--- src/rtl/bsog_pkg.sv ---
// ----------------------------------------------------------------------------
// bsog_pkg
// Shared constants and types for the broadcast stride offset generator.
// ----------------------------------------------------------------------------
package bsog_pkg;

  localparam int MAX_RANK       = 4;
  localparam int IDX_BITS       = 32;
  localparam int SIZE_BITS      = 16;
  localparam int STRIDE_BITS    = 32;
  localparam int OFFSET_BITS    = 32;
  localparam int RANK_BITS      = 3;
  localparam int CFG_IDX_BITS   = 3;
  localparam int CFG_DATA_BITS  = 64;
  localparam int STEPS_PER_CELL = 4;
  localparam int DIV_CELLS      = IDX_BITS / STEPS_PER_CELL;
  localparam int MAC_STAGES     = 2;
  localparam int LATENCY        = MAX_RANK * (DIV_CELLS + MAC_STAGES);

  typedef enum logic [CFG_IDX_BITS-1:0] {
    REG_ACTIVE_RANK   = 3'd0,
    REG_SHAPE_SIZES   = 3'd1,
    REG_STRIDE_A_LOW  = 3'd2,
    REG_STRIDE_A_HIGH = 3'd3,
    REG_STRIDE_B_LOW  = 3'd4,
    REG_STRIDE_B_HIGH = 3'd5
  } bsog_reg_e;

  // item as it moves down the cell chain
  typedef struct packed {
    logic [IDX_BITS-1:0]    idx;    // echo of the flat index
    logic [IDX_BITS-1:0]    quot;   // dividend bits shifting out, quotient shifting in
    logic [SIZE_BITS-1:0]   rem;    // partial remainder, coordinate at end of an axis
    logic [OFFSET_BITS-1:0] off_a;
    logic [OFFSET_BITS-1:0] off_b;
  } bsog_item_t;

endpackage

--- src/rtl/bsog_mac_cell.sv ---
// ----------------------------------------------------------------------------
// bsog_mac_cell
// Multiplies an axis coordinate by both operand strides and accumulates.
// ----------------------------------------------------------------------------
module bsog_mac_cell (
  input  logic                             clk_i,
  input  logic                             rst_ni,
  input  logic [bsog_pkg::STRIDE_BITS-1:0] stride_a_i,
  input  logic [bsog_pkg::STRIDE_BITS-1:0] stride_b_i,
  input  logic                             valid_i,
  input  bsog_pkg::bsog_item_t             item_i,
  output logic                             valid_o,
  output bsog_pkg::bsog_item_t             item_o
);

  logic                             mul_valid_q, acc_valid_q;
  bsog_pkg::bsog_item_t             mul_item_q, acc_item_d, acc_item_q;
  logic [bsog_pkg::OFFSET_BITS-1:0] prod_a_d, prod_a_q, prod_b_d, prod_b_q;
  logic [bsog_pkg::OFFSET_BITS-1:0] coord;

  assign coord    = bsog_pkg::OFFSET_BITS'(item_i.rem);
  assign prod_a_d = coord * bsog_pkg::OFFSET_BITS'(stride_a_i);
  assign prod_b_d = coord * bsog_pkg::OFFSET_BITS'(stride_b_i);

  always_comb begin
    acc_item_d       = mul_item_q;
    acc_item_d.off_a = mul_item_q.off_a + prod_a_q;
    acc_item_d.off_b = mul_item_q.off_b + prod_b_q;
    // next axis starts its division with a clear remainder
    acc_item_d.rem   = '0;
  end

  always_ff @(posedge clk_i or negedge rst_ni) begin
    if (!rst_ni) begin
      mul_valid_q <= 1'b0;
      acc_valid_q <= 1'b0;
    end else begin
      mul_valid_q <= valid_i;
      acc_valid_q <= mul_valid_q;
    end
  end

  always_ff @(posedge clk_i) begin
    mul_item_q <= item_i;
    prod_a_q   <= prod_a_d;
    prod_b_q   <= prod_b_d;
    acc_item_q <= acc_item_d;
  end

  assign valid_o = acc_valid_q;
  assign item_o  = acc_item_q;

endmodule

--- config.mk ---
export PLATFORM = sky130hd
export DESIGN_NAME = bsog_mac_cell
export DESIGN_NICKNAME = d
export VERILOG_FILES = /design/src/rtl/bsog_pkg.sv /design/src/rtl/bsog_mac_cell.sv
export SDC_FILE = /design/constraint.sdc
export NUM_CORES = 2
export LEC_CHECK = 0
export ABC_AREA = 1
export BUFFER_PORTS_ARGS = -buffer_cell sky130_fd_sc_hd__buf_4
export CORE_UTILIZATION = 57
export DETAILED_ROUTE_END_ITERATION = 10
export PLACE_DENSITY = 0.77
export SYNTH_ARGS = -nofsm -noshare
export SYNTH_HDL_FRONTEND = slang
export SYNTH_SLANG_ARGS = --single-unit
--- constraint.sdc ---
create_clock -name clk_i -period 2.6 [get_ports clk_i]
set_input_delay 0.52 -clock clk_i [delete_from_list [all_inputs] [get_ports clk_i]]
set_output_delay 0.52 -clock clk_i [all_outputs]
set_load 0.1 [all_outputs]
==> impl_metrics.py <==
metrics = {
    "routing": {
        "wl_um": 110000,
        "drt_iter0_drc": 2488,
        "drc": 0,
        "drtAntennaViolNets": 0,
        "drtPass1Iterations": 6,
        "via_count": 31243,
        "viasPerCell": 5.35,
        "post_drt_wl_per_cell_um": 18.9,
    },
    "place": {
        "post-place-cells": 5644,
        "io_buffers": 339,
        "dpl.hpwl_um": 78900,
        "place.gp.congestion": 0.938,
    },
    "timing": {
        "hold_viol": 0,
        "max_clock_freq_ghz": 0.187,
        "setup_tns_ps": -117790,
        "grt_setup_unrepaired": "true",
        "finalClockSkew_ps": 26.8,
        "fin_crit_sh_pct": 205,
        "setup_viol": 56,
        "maxSlewViolCount": 0,
        "slew-limit-headroom_pct": 56.2,
        "tightest_slew_ps": 656,
        "post-route-min-period_ps": 5340,
        "setup_slack_ps": -2740,
    },
    "clocking": {
        "clock_latency_ps": 580,
        "htreeDepth": 1,
        "cts.sinks": 322,
        "cts_tree": "built",
        "clockBufferDepth": 3,
        "clk_pin_slew_worst_paths_ps": 70,
        "clk_root_buffer_cell": "clkbuf_16",
        "cts_buffers": 30,
    },
    "hold_path": {
        "whs_path_depth": 1,
        "hp-class": "primary input to flop",
        "whs_endpoint": "mul_item_q[15]",
        "min_from": "item_i[15]",
    },
    "global_route": {
        "overflow": 0,
        "grt_pass1_vias": 32676,
        "antenna_found_initial": 0,
        "grt_util_met2_pct": 58.3,
        "busiest_layer": "met2",
        "groute.usage.overall_pct": 34.6,
        "grt_max_degree": 38,
        "grtUsageMet3_pct": 6.04,
        "grt_pass1_wl_um": 168000,
        "use_met1_pct": 42.9,
    },
    "setup_path": {
        "critPathCaptureType": "flop",
        "crit_fanout": 5,
        "reg2reg_slack_ps": 400,
        "path_class": "primary input to flop",
        "start_kind": "primary input",
        "timing.rr.end": "item_o[26]",
        "cp.required_ps": 3110,
        "worst-r2r-cell-count": 12,
        "arrival_ps": 5850,
        "r2r-start": "mul_item_q[0]",
    },
    "layout": {
        "syn2layout_area_growth_pct": 34.5,
        "final_common_cell": "nand2_1",
        "n_fill_cell": 3891,
        "drive_gt1_share_pct": 29.5,
        "antenna_cells": 0,
        "fin_cells": 5839,
        "final_nets": 6047,
        "mostFrequentLayoutCells": "nand2_1 (1028), inv_1 (1014), buf_4 (684)",
    },
    "synthesis": {
        "synthAdderAreaFrac_pct": 42.0,
        "netlist_instances": 4308,
        "synth_compound_area_share_pct": 5.18,
        "ys_warn_count": 0,
        "synth_top_area_share_pct": 35.1,
        "yosys_most_used_dff": "dfxtp_1",
        "avgSynthCellArea_um2": 8.08,
        "synthSimpleGateAreaFrac_pct": 17.0,
        "synth_seq_area_share_pct": 18.6,
        "async_reset_ff_share_pct": 0.621,
        "synthTopCellsByArea": "fa_1 (35%), dfxtp_1 (18%), nand2_1 (12%), inv_1 (12%), ha_1 (6.9%)",
        "synth_area_um2": 34800,
        "ys_seq_elements": 322,
        "synthDistinctLibCells": 53,
        "synth_top_area_cell": "fa_1",
        "synthMuxAreaShare_pct": 0,
        "synthXorXnorAreaFrac_pct": 2.62,
        "synth_top_family_by_area": "adder cells",
        "synth-edff-count": 0,
    },
    "floorplan": {
        "initial_core_util_pct": 57.6,
        "ios": 356,
        "dieArea_um2": 62000,
        "core-area_um2": 60400,
        "rows": 90,
        "die_w_um": 249,
        "die_y_um": 249,
    },
    "job": {
        "drv_cap": 0,
    },
    "run_status": {
        "failed_checks": "negative setup slack",
        "status": "finished, violations left",
    },
}
[routing by layer]
metal / routed length (µm) / vias to the layer above
met1: 40200 / 15064
li1: - / 13894
met4: 6680 / 0
met5: 0 / -
met3: 11100 / 499
met2: 52200 / 1786
[sequential cells by signal, indices dropped and copies added, names as in the netlist]
name and flops:
item_o 128, acc_item_d 64, mul_item_q 64, prod_a_q 32
prod_b_q 32, mul_valid_q 1, valid_o 1
[cell usage after synthesis (all sizes together), types with 26 or more instances]
master and number:
dfxtp 320, nand4 26, xnor2 26, buf 62
a21oi 130, o21ai 67, nor2 114, ha 192
nand3 114, clkbuf 127, a21o 28, inv 1136
xor2 78, fa 610, nand2 1168
[critical path, cell delays in order]
cell and delay (ps):
buf_16 100, buf_12 120, nand2_1 80, fa_1 550, inv_1 60, fa_1 510
fa_1 700, fa_2 500, fa_1 530, inv_1 90, fa_1 540, inv_2 50
ha_4 270, buf_4 110, buf_4 100, nand3_2 130, nor3_2 330, nand4_1 170
nand3_2 120, nand2_1 60, nand2_1 60, xor2_1 130
[kinds of logic after synthesis]
| kind of cell | count (synthesis) |
|---|---|
| adder cells (fa/ha/maj) | 802 |
| other | 1 |
| flip-flops | 322 |
| XOR/XNOR | 104 |
| AO/OA/AOI/OAI | 293 |
| buffers and inverters | 1327 |
| AND/OR/NAND/NOR | 1459 |
[area by class of cell]
cell class	instances	area, µm²	area share, %
clock buffers	37	807	1.73
clock inverters	18	185	0.396
inverters	1138	4290	9.17
multi-input cells	2674	25900	55.3
flip-flops and latches	322	6460	13.8
well taps	782	978	2.09
repair buffers	868	8180	17.5
[through the flow]
| step | setup slack (ps) | utilization [%] | hold WS, ps | cell area (µm²) |
|---|---|---|---|---|
| after floorplan | -2640 | - | 224 | 37100 |
| after global placement | -3310 | 69.7 | 302 | 42100 |
| after detailed placement | -3340 | 69.7 | 306 | 42100 |
| after CTS | -2370 | 75.4 | 12.4 | 45500 |
| after global routing | -2860 | 77.5 | 14.9 | 46800 |
| final | -2740 | 77.5 | 33.4 | 46800 |
[how the worst max path moves through the flow]
stage / start / end
after floorplan: item_i[70] / prod_a_q[21]
after global placement: item_i[77] / prod_b_q[25]
after detailed placement: item_i[77] / prod_b_q[21]
after CTS: item_i[70] / prod_b_q[25]
after global routing: item_i[74] / prod_b_q[27]
final: item_i[74] / prod_b_q[27]
[timing repair]
item | 4_1_cts | 5_1_grt
hold endpoints to repair | 2 | 0
resized for setup | 343 | 266
buffers inserted | 83 | 45
gates cloned | 17 | 4
hold buffers | 1 | 0
pin swaps | 231 | 214
endpoints found under the setup margin | 56 | 56
Power is left out: the tool's default activity adds up to more than one toggle a clock period on the data nets, which glitch-free logic cannot reach.
