**src/rtl/bsog_pkg.sv**
```systemverilog
// ----------------------------------------------------------------------------
// bsog_pkg
// Shared constants and types for the broadcast stride offset generator.
// ----------------------------------------------------------------------------
package bsog_pkg;

  localparam int MAX_RANK       = 4;
  localparam int IDX_BITS       = 32;
  localparam int SIZE_BITS      = 16;
  localparam int STRIDE_BITS    = 32;
  localparam int OFFSET_BITS    = 32;
  localparam int RANK_BITS      = 3;
  localparam int CFG_IDX_BITS   = 3;
  localparam int CFG_DATA_BITS  = 64;
  localparam int STEPS_PER_CELL = 4;
  localparam int DIV_CELLS      = IDX_BITS / STEPS_PER_CELL;
  localparam int MAC_STAGES     = 2;
  localparam int LATENCY        = MAX_RANK * (DIV_CELLS + MAC_STAGES);

  typedef enum logic [CFG_IDX_BITS-1:0] {
    REG_ACTIVE_RANK   = 3'd0,
    REG_SHAPE_SIZES   = 3'd1,
    REG_STRIDE_A_LOW  = 3'd2,
    REG_STRIDE_A_HIGH = 3'd3,
    REG_STRIDE_B_LOW  = 3'd4,
    REG_STRIDE_B_HIGH = 3'd5
  } bsog_reg_e;

  // item as it moves down the cell chain
  typedef struct packed {
    logic [IDX_BITS-1:0]    idx;    // echo of the flat index
    logic [IDX_BITS-1:0]    quot;   // dividend bits shifting out, quotient shifting in
    logic [SIZE_BITS-1:0]   rem;    // partial remainder, coordinate at end of an axis
    logic [OFFSET_BITS-1:0] off_a;
    logic [OFFSET_BITS-1:0] off_b;
  } bsog_item_t;

endpackage

```
**src/rtl/bsog_div_cell.sv**
```systemverilog
// ----------------------------------------------------------------------------
// bsog_div_cell
// One registered cell of the restoring divider: resolves four quotient bits.
// ----------------------------------------------------------------------------
module bsog_div_cell (
  input  logic                            clk_i,
  input  logic                            rst_ni,
  input  logic [bsog_pkg::SIZE_BITS-1:0]  divisor_i,
  input  logic                            valid_i,
  input  bsog_pkg::bsog_item_t            item_i,
  output logic                            valid_o,
  output bsog_pkg::bsog_item_t            item_o
);

  logic                 valid_q;
  bsog_pkg::bsog_item_t item_d, item_q;

  always_comb begin
    logic [bsog_pkg::IDX_BITS-1:0]  w;
    logic [bsog_pkg::SIZE_BITS-1:0] r;
    logic [bsog_pkg::SIZE_BITS:0]   t;
    logic                           ge;
    item_d = item_i;
    w      = item_i.quot;
    r      = item_i.rem;
    for (int k = 0; k < bsog_pkg::STEPS_PER_CELL; k++) begin
      t  = {r, w[bsog_pkg::IDX_BITS-1]};
      ge = (t >= {1'b0, divisor_i});
      w  = {w[bsog_pkg::IDX_BITS-2:0], ge};
      // remainder stays below the divisor, so it fits the narrow field
      if (ge) begin
        r = bsog_pkg::SIZE_BITS'(t - {1'b0, divisor_i});
      end else begin
        r = t[bsog_pkg::SIZE_BITS-1:0];
      end
    end
    item_d.quot = w;
    item_d.rem  = r;
  end

  always_ff @(posedge clk_i or negedge rst_ni) begin
    if (!rst_ni) begin
      valid_q <= 1'b0;
    end else begin
      valid_q <= valid_i;
    end
  end

  always_ff @(posedge clk_i) begin
    item_q <= item_d;
  end

  assign valid_o = valid_q;
  assign item_o  = item_q;

endmodule

```
**config.mk**
```make
export PLATFORM = sky130hd
export DESIGN_NAME = bsog_div_cell
export DESIGN_NICKNAME = d
export VERILOG_FILES = /design/src/rtl/bsog_pkg.sv /design/src/rtl/bsog_div_cell.sv
export SDC_FILE = /design/constraint.sdc
export NUM_CORES = 1
export LEC_CHECK = 0
export ABC_AREA = 0
export ABC_CLOCK_PERIOD_IN_PS = 800
export BUFFER_PORTS_ARGS = -buffer_cell sky130_fd_sc_hd__buf_2
export CAP_MARGIN = 20
export CELL_PAD_IN_SITES_DETAIL_PLACEMENT = 1
export CELL_PAD_IN_SITES_GLOBAL_PLACEMENT = 1
export CORE_MARGIN = 2
export CORE_UTILIZATION = 36
export CTS_BUF_LIST = sky130_fd_sc_hd__clkbuf_4
export DETAILED_ROUTE_END_ITERATION = 10
export HOLD_SLACK_MARGIN = 0.06
export MAX_ROUTING_LAYER = met4
export PLACE_DENSITY = 0.79
export SKIP_CTS_REPAIR_TIMING = 1
export SLEW_MARGIN = 15
export SYNTH_ARGS = -nofsm -noshare
export SYNTH_HDL_FRONTEND = slang
export SYNTH_SLANG_ARGS = --single-unit
```
**constraint.sdc**
```tcl
create_clock -name clk_i -period 0.8 [get_ports clk_i]
set_clock_uncertainty 0.2 [all_clocks]
set_input_delay 0.12 -clock clk_i [delete_from_list [all_inputs] [get_ports clk_i]]
set_output_delay 0.12 -clock clk_i [all_outputs]
set_load 0.03 [all_outputs]
```
==> results of run 1 <==
[per-layer routing]
layer  track usage [%]  GRT overflow
met1              79.5             5
met2               105           337
met3              56.2             4
met4              87.6           154
met5                 -             -
[synthesized netlist by cell type, types with 4 or more instances]
library cell and count:
mux2_4 9, a21oi_1 42, xnor2_1 35, dfxtp_1 144
nor3_1 7, o21bai_1 5, o31ai_1 4, o21a_1 14
o211ai_1 7, nand2b_1 5, mux2_2 28, fa_1 4
nand3_1 6, a21o_1 23, xor2_1 13, mux2i_1 5
o21ai_0 27, a31oi_1 4, nand2_1 40, nor2b_1 10
inv_1 37, clkbuf_1 4, a211oi_1 6, nor2_1 34
ha_1 64, nand4_1 8
[cells by family after synthesis]
group                      share of synthesized area [%]
xor gates and xnor gates                            6.25
muxes                                               7.94
and+or+nand+nor                                     9.28
buffers and inverters                               2.88
AOI/OAI and AO/OA                                   17.3
adders and majority gates                           13.1
DFF                                                 43.2
[metrics by stage]
| stage | setup slack [ps] | hold WS (ps) | util, % | setup TNS (ps) | area, µm² |
|---|---|---|---|---|---|
| after CTS | -7460 | -936 | 59.0 | -229400 | 10700 |
| after detailed placement | -8020 | -303 | 57.3 | -148060 | 10400 |
| after global placement | -7570 | -304 | 57.3 | -139440 | 10400 |
| after floorplan | -7590 | -376 | - | -137090 | 6960 |
==> results.py, run 1 <==
metrics = {
    "synth": {
        "ys_types": 63,
        "synth.yosys.seq_area_share_pct": 43.2,
        "synth_edf_count": 0,
        "synth_fp_nets": 876,
        "synth.ff_latch_count": 145,
        "synth_area_um2": 6730,
        "yosysTopAreaCell": "dfxtp_1",
        "synth_area_leaders": "dfxtp_1 43%, ha_1 12%, mux2_2 4.7%",
        "ys.flop_type": "dfxtp_1",
        "postSynthAreaPerCell_um2": 10.4,
        "synth_warnings": 0,
        "async_flop_share_pct": 0.690,
        "synth_top_area_share_pct": 42.9,
        "syn_inst": 645,
    },
    "place": {
        "dp.cells": 1397,
        "gp_congestion": 0.915,
        "dp_hpwl_mm": 24.4,
        "port_buffers": 307,
    },
    "grt": {
        "grt_max_degree": 19,
        "grt-ovfl-total": 500,
        "grtUsageTotal_pct": 82.8,
        "grt_antenna_before_repair": 4,
    },
    "run_status": {
        "status": "aborted with a tool error",
        "error": "[ERROR GRT-0232] Routing congestion too high. Check the congestion heatmap in the GUI.",
        "lastStage": "global routing",
    },
    "sta": {
        "worst-ep-kind": "register input",
        "crit_endpoint": "item_o[73]$_DFF_P_/D",
    },
    "die": {
        "die_x_um": 141,
        "ios": 308,
        "row_count": 49,
        "initial_core_util_pct": 37.1,
        "die_h_um": 141,
    },
    "clocking": {
        "htreeDepth": 4,
        "cts_buffers": 17,
        "clock_sinks": 145,
        "root_buffer": "clkbuf_4",
        "cts_buffer_depth": 2,
    },
}
==> inputs of run 2 (changes only) <==
CELL_PAD_IN_SITES_DETAIL_PLACEMENT = not set   (was 1)
CELL_PAD_IN_SITES_GLOBAL_PLACEMENT = not set   (was 1)
CORE_UTILIZATION = 40   (was 36)
CTS_BUF_LIST = not set   (was sky130_fd_sc_hd__clkbuf_4)
HOLD_SLACK_MARGIN = not set   (was 0.06)
MAX_ROUTING_LAYER = not set   (was met4)
PLACE_DENSITY = not set   (was 0.79)
PLACE_DENSITY_LB_ADDON = 0.15   (was not set)
==> run 2 against run 1 <==
Net effect:
- the flow now finishes, with violations (negative hold slack, negative setup slack)
- area after synthesis is the same
- synthesized cell count is the same
==> results.py, run 2 <==
metrics = {
    "run_status": {
        "status": "complete, but fails checks",
        "violations": "negative hold slack, negative setup slack",
    },
    "sta": {
        "finalCritPeriodShare_pct": 1010,
        "layout_setup_ws_ps": -7240,
        "rsz0062_at_grt": "true",
        "finalSetupViolations": 165,
        "slew_viol_final": 0,
        "final_hold_viol_count": 2,
        "finalCriticalPeriod_ps": 8040,
        "whs_ps": -165,
        "worst_pin_slew_ps": 465,
        "fmax_ghz": 0.124,
        "slew_headroom_pct": 68.7,
    },
    "grt": {
        "grt_pass1_wl_mm": 34.1,
        "grtUsageTotal_pct": 24.6,
        "grt_max_degree": 19,
        "grt-ovfl-total": 0,
        "grt_pass1_vias": 6672,
        "grt_antenna_before_repair": 0,
    },
    "clocking": {
        "clock_sinks": 145,
        "htreeDepth": 4,
        "root_buffer": "clkbuf_16",
        "cts_buffers": 17,
        "cts_buffer_depth": 2,
        "cts_tree": "built",
        "clkTransAtPathRegs_ps": 70,
    },
    "synth": {
        "synth.most_common_cell": "dfxtp_1",
        "postSynthAreaPerCell_um2": 10.4,
        "synth_fp_nets": 876,
        "yosysTopAreaCell": "dfxtp_1",
        "synth_edf_count": 0,
        "synth_area_leaders": "dfxtp_1 43%, ha_1 12%, mux2_2 4.7%",
        "synth_common_cells": "144 x dfxtp_1, 64 x ha_1, 42 x a21oi_1",
        "async_flop_share_pct": 0.690,
        "ys_types": 63,
        "synth_area_um2": 6730,
        "synth.yosys.seq_area_share_pct": 43.2,
        "synth_top_area_share_pct": 42.9,
        "syn_inst": 645,
        "ys.flop_type": "dfxtp_1",
        "synth.ff_latch_count": 145,
        "synth_warnings": 0,
    },
    "worst_setup_path": {
        "cp.arrival_ps": 8150,
        "crit_fanout": 6,
        "worst_path_most_repeated_cell": "a21oi_2",
        "path_depth": 43,
        "crit_path_start": "divisor_i[14]",
        "startpoint_type": "primary input",
        "critPathMaxStageDelay_ps": 420,
        "worst_ep_required_time_ps": 910,
        "crit_buf_inv": 8,
        "critPathTopFamily": "compound AO/OA/AOI/OAI gates",
        "setup.worst_path.end_class": "flip-flop",
        "critPathKind": "primary input to flip-flop",
        "crit_path_top_delay_cell": "a2111o_1",
    },
    "die": {
        "core_area_um2": 16500,
        "ios": 308,
        "die_x_um": 134,
        "dieArea_um2": 17900,
        "die_h_um": 134,
        "row_count": 47,
        "initial_core_util_pct": 40.7,
    },
    "layout": {
        "multi_input_area_um2": 4200,
        "final_common_cell": "buf_4",
        "regArea_um2": 3090,
        "postLayoutCellArea_um2": 14100,
        "layout_common_cells": "244 x buf_4, 160 x buf_2, 149 x buf_6",
        "largest_register_ffs": 144,
        "fill_cells": 868,
        "fin_nets": 1574,
        "antennaDiodeCount": 0,
        "drive_above_1_share_pct": 64.2,
        "areaGrowthSynthToFinish_pct": 109,
    },
    "route": {
        "remaining_drc_errors": 0,
        "dr.pass1.iters": 5,
        "first_iter_violations": 421,
        "via_per_inst": 4.99,
        "drt-total-wl_mm": 32.1,
        "num_vias": 7859,
        "wl_per_cell_um": 20.4,
        "drtAntennaViolNets": 0,
    },
    "job": {
        "drv_cap": 0,
    },
    "pwr": {
        "p_int_w": 0.0352,
        "p_sw_w": 0.0236,
        "p_leak_nw": 6.69,
        "switching_share_pct": 40.1,
        "pwr-share-clk_pct": 13.9,
        "powerDensity_nw_per_um2": 4190,
        "p_seq_share_pct": 15.4,
        "p_comb_share_pct": 70.7,
        "ir_worst_vdd_mv": 3.24,
        "finalPower_w": 0.0589,
    },
    "place": {
        "port_buffers": 307,
        "dp_hpwl_mm": 19.3,
        "place_area_um2": 10500,
        "gp_congestion": 0.903,
    },
    "hold_path": {
        "hold_path.class": "primary input to async pin",
    },
}
[run 2: cell counts after synthesis]
Identical to the previous run, type by type.
[run 2: worst max path at each step]
stage,endpoint,slack [ps]
finish,item_o[78],-7240
detailed placement,item_o[67],-7800
global placement,item_o[67],-7550
CTS,item_o[67],-7400
floorplan,item_o[71],-7590
global route,item_o[78],-7440
[run 2: through the flow]
step,util (%),setup slack (ps),TNS (ps),std cells
finish,85.1,-7240,-188470,1576
global route,85.1,-7440,-195340,1576
CTS,67.0,-7400,-200540,1429
detailed placement,63.3,-7800,-143100,1397
global placement,63.3,-7550,-138760,1397
floorplan,-,-7590,-137090,645
[run 2: logic make-up after synthesis]
kind of cell | count (synthesis) | share of synthesized area, %
xor+xnor | 48 | 6.25
compound gates | 165 | 17.3
buf+inv | 47 | 2.88
flops | 145 | 43.2
mux | 45 | 7.94
simple gates | 127 | 9.28
fa+ha+maj | 68 | 13.1
[run 2: cell type report]
| class | instances | area share, % |
|---|---|---|
| timing repair inverter | 1 | 0.0445 |
| inverter | 39 | 1.16 |
| timing repair buffer | 686 | 40.6 |
| clock inverter | 15 | 1.31 |
| tap | 220 | 1.96 |
| clock buffer | 17 | 3.02 |
| sequential | 145 | 22.0 |
| multi-input combinational | 453 | 29.9 |
[run 2: power by group through the flow]
| stage | logic, W | registers [W] | clock network, W |
|---|---|---|---|
| after floorplan | 0.0189 | 0.0104 | 0 |
| after CTS | 0.0327 | 0.00858 | 0.00807 |
| final | 0.0416 | 0.00906 | 0.00821 |
| after global placement | 0.0320 | 0.00874 | 0 |
| after detailed placement | 0.0324 | 0.00873 | 0 |
| after global routing | 0.0435 | 0.00909 | 0.00854 |
[run 2: per-layer routing]
| metal | GRT usage [%] | wire, µm |
|---|---|---|
| met1 | 28.6 | 12400 |
| met2 | 45.3 | 16500 |
| met3 | 5.44 | 1740 |
| met4 | 6.74 | 1430 |
| met5 | 0 | 0 |
(Power assumes the default switching activity.)
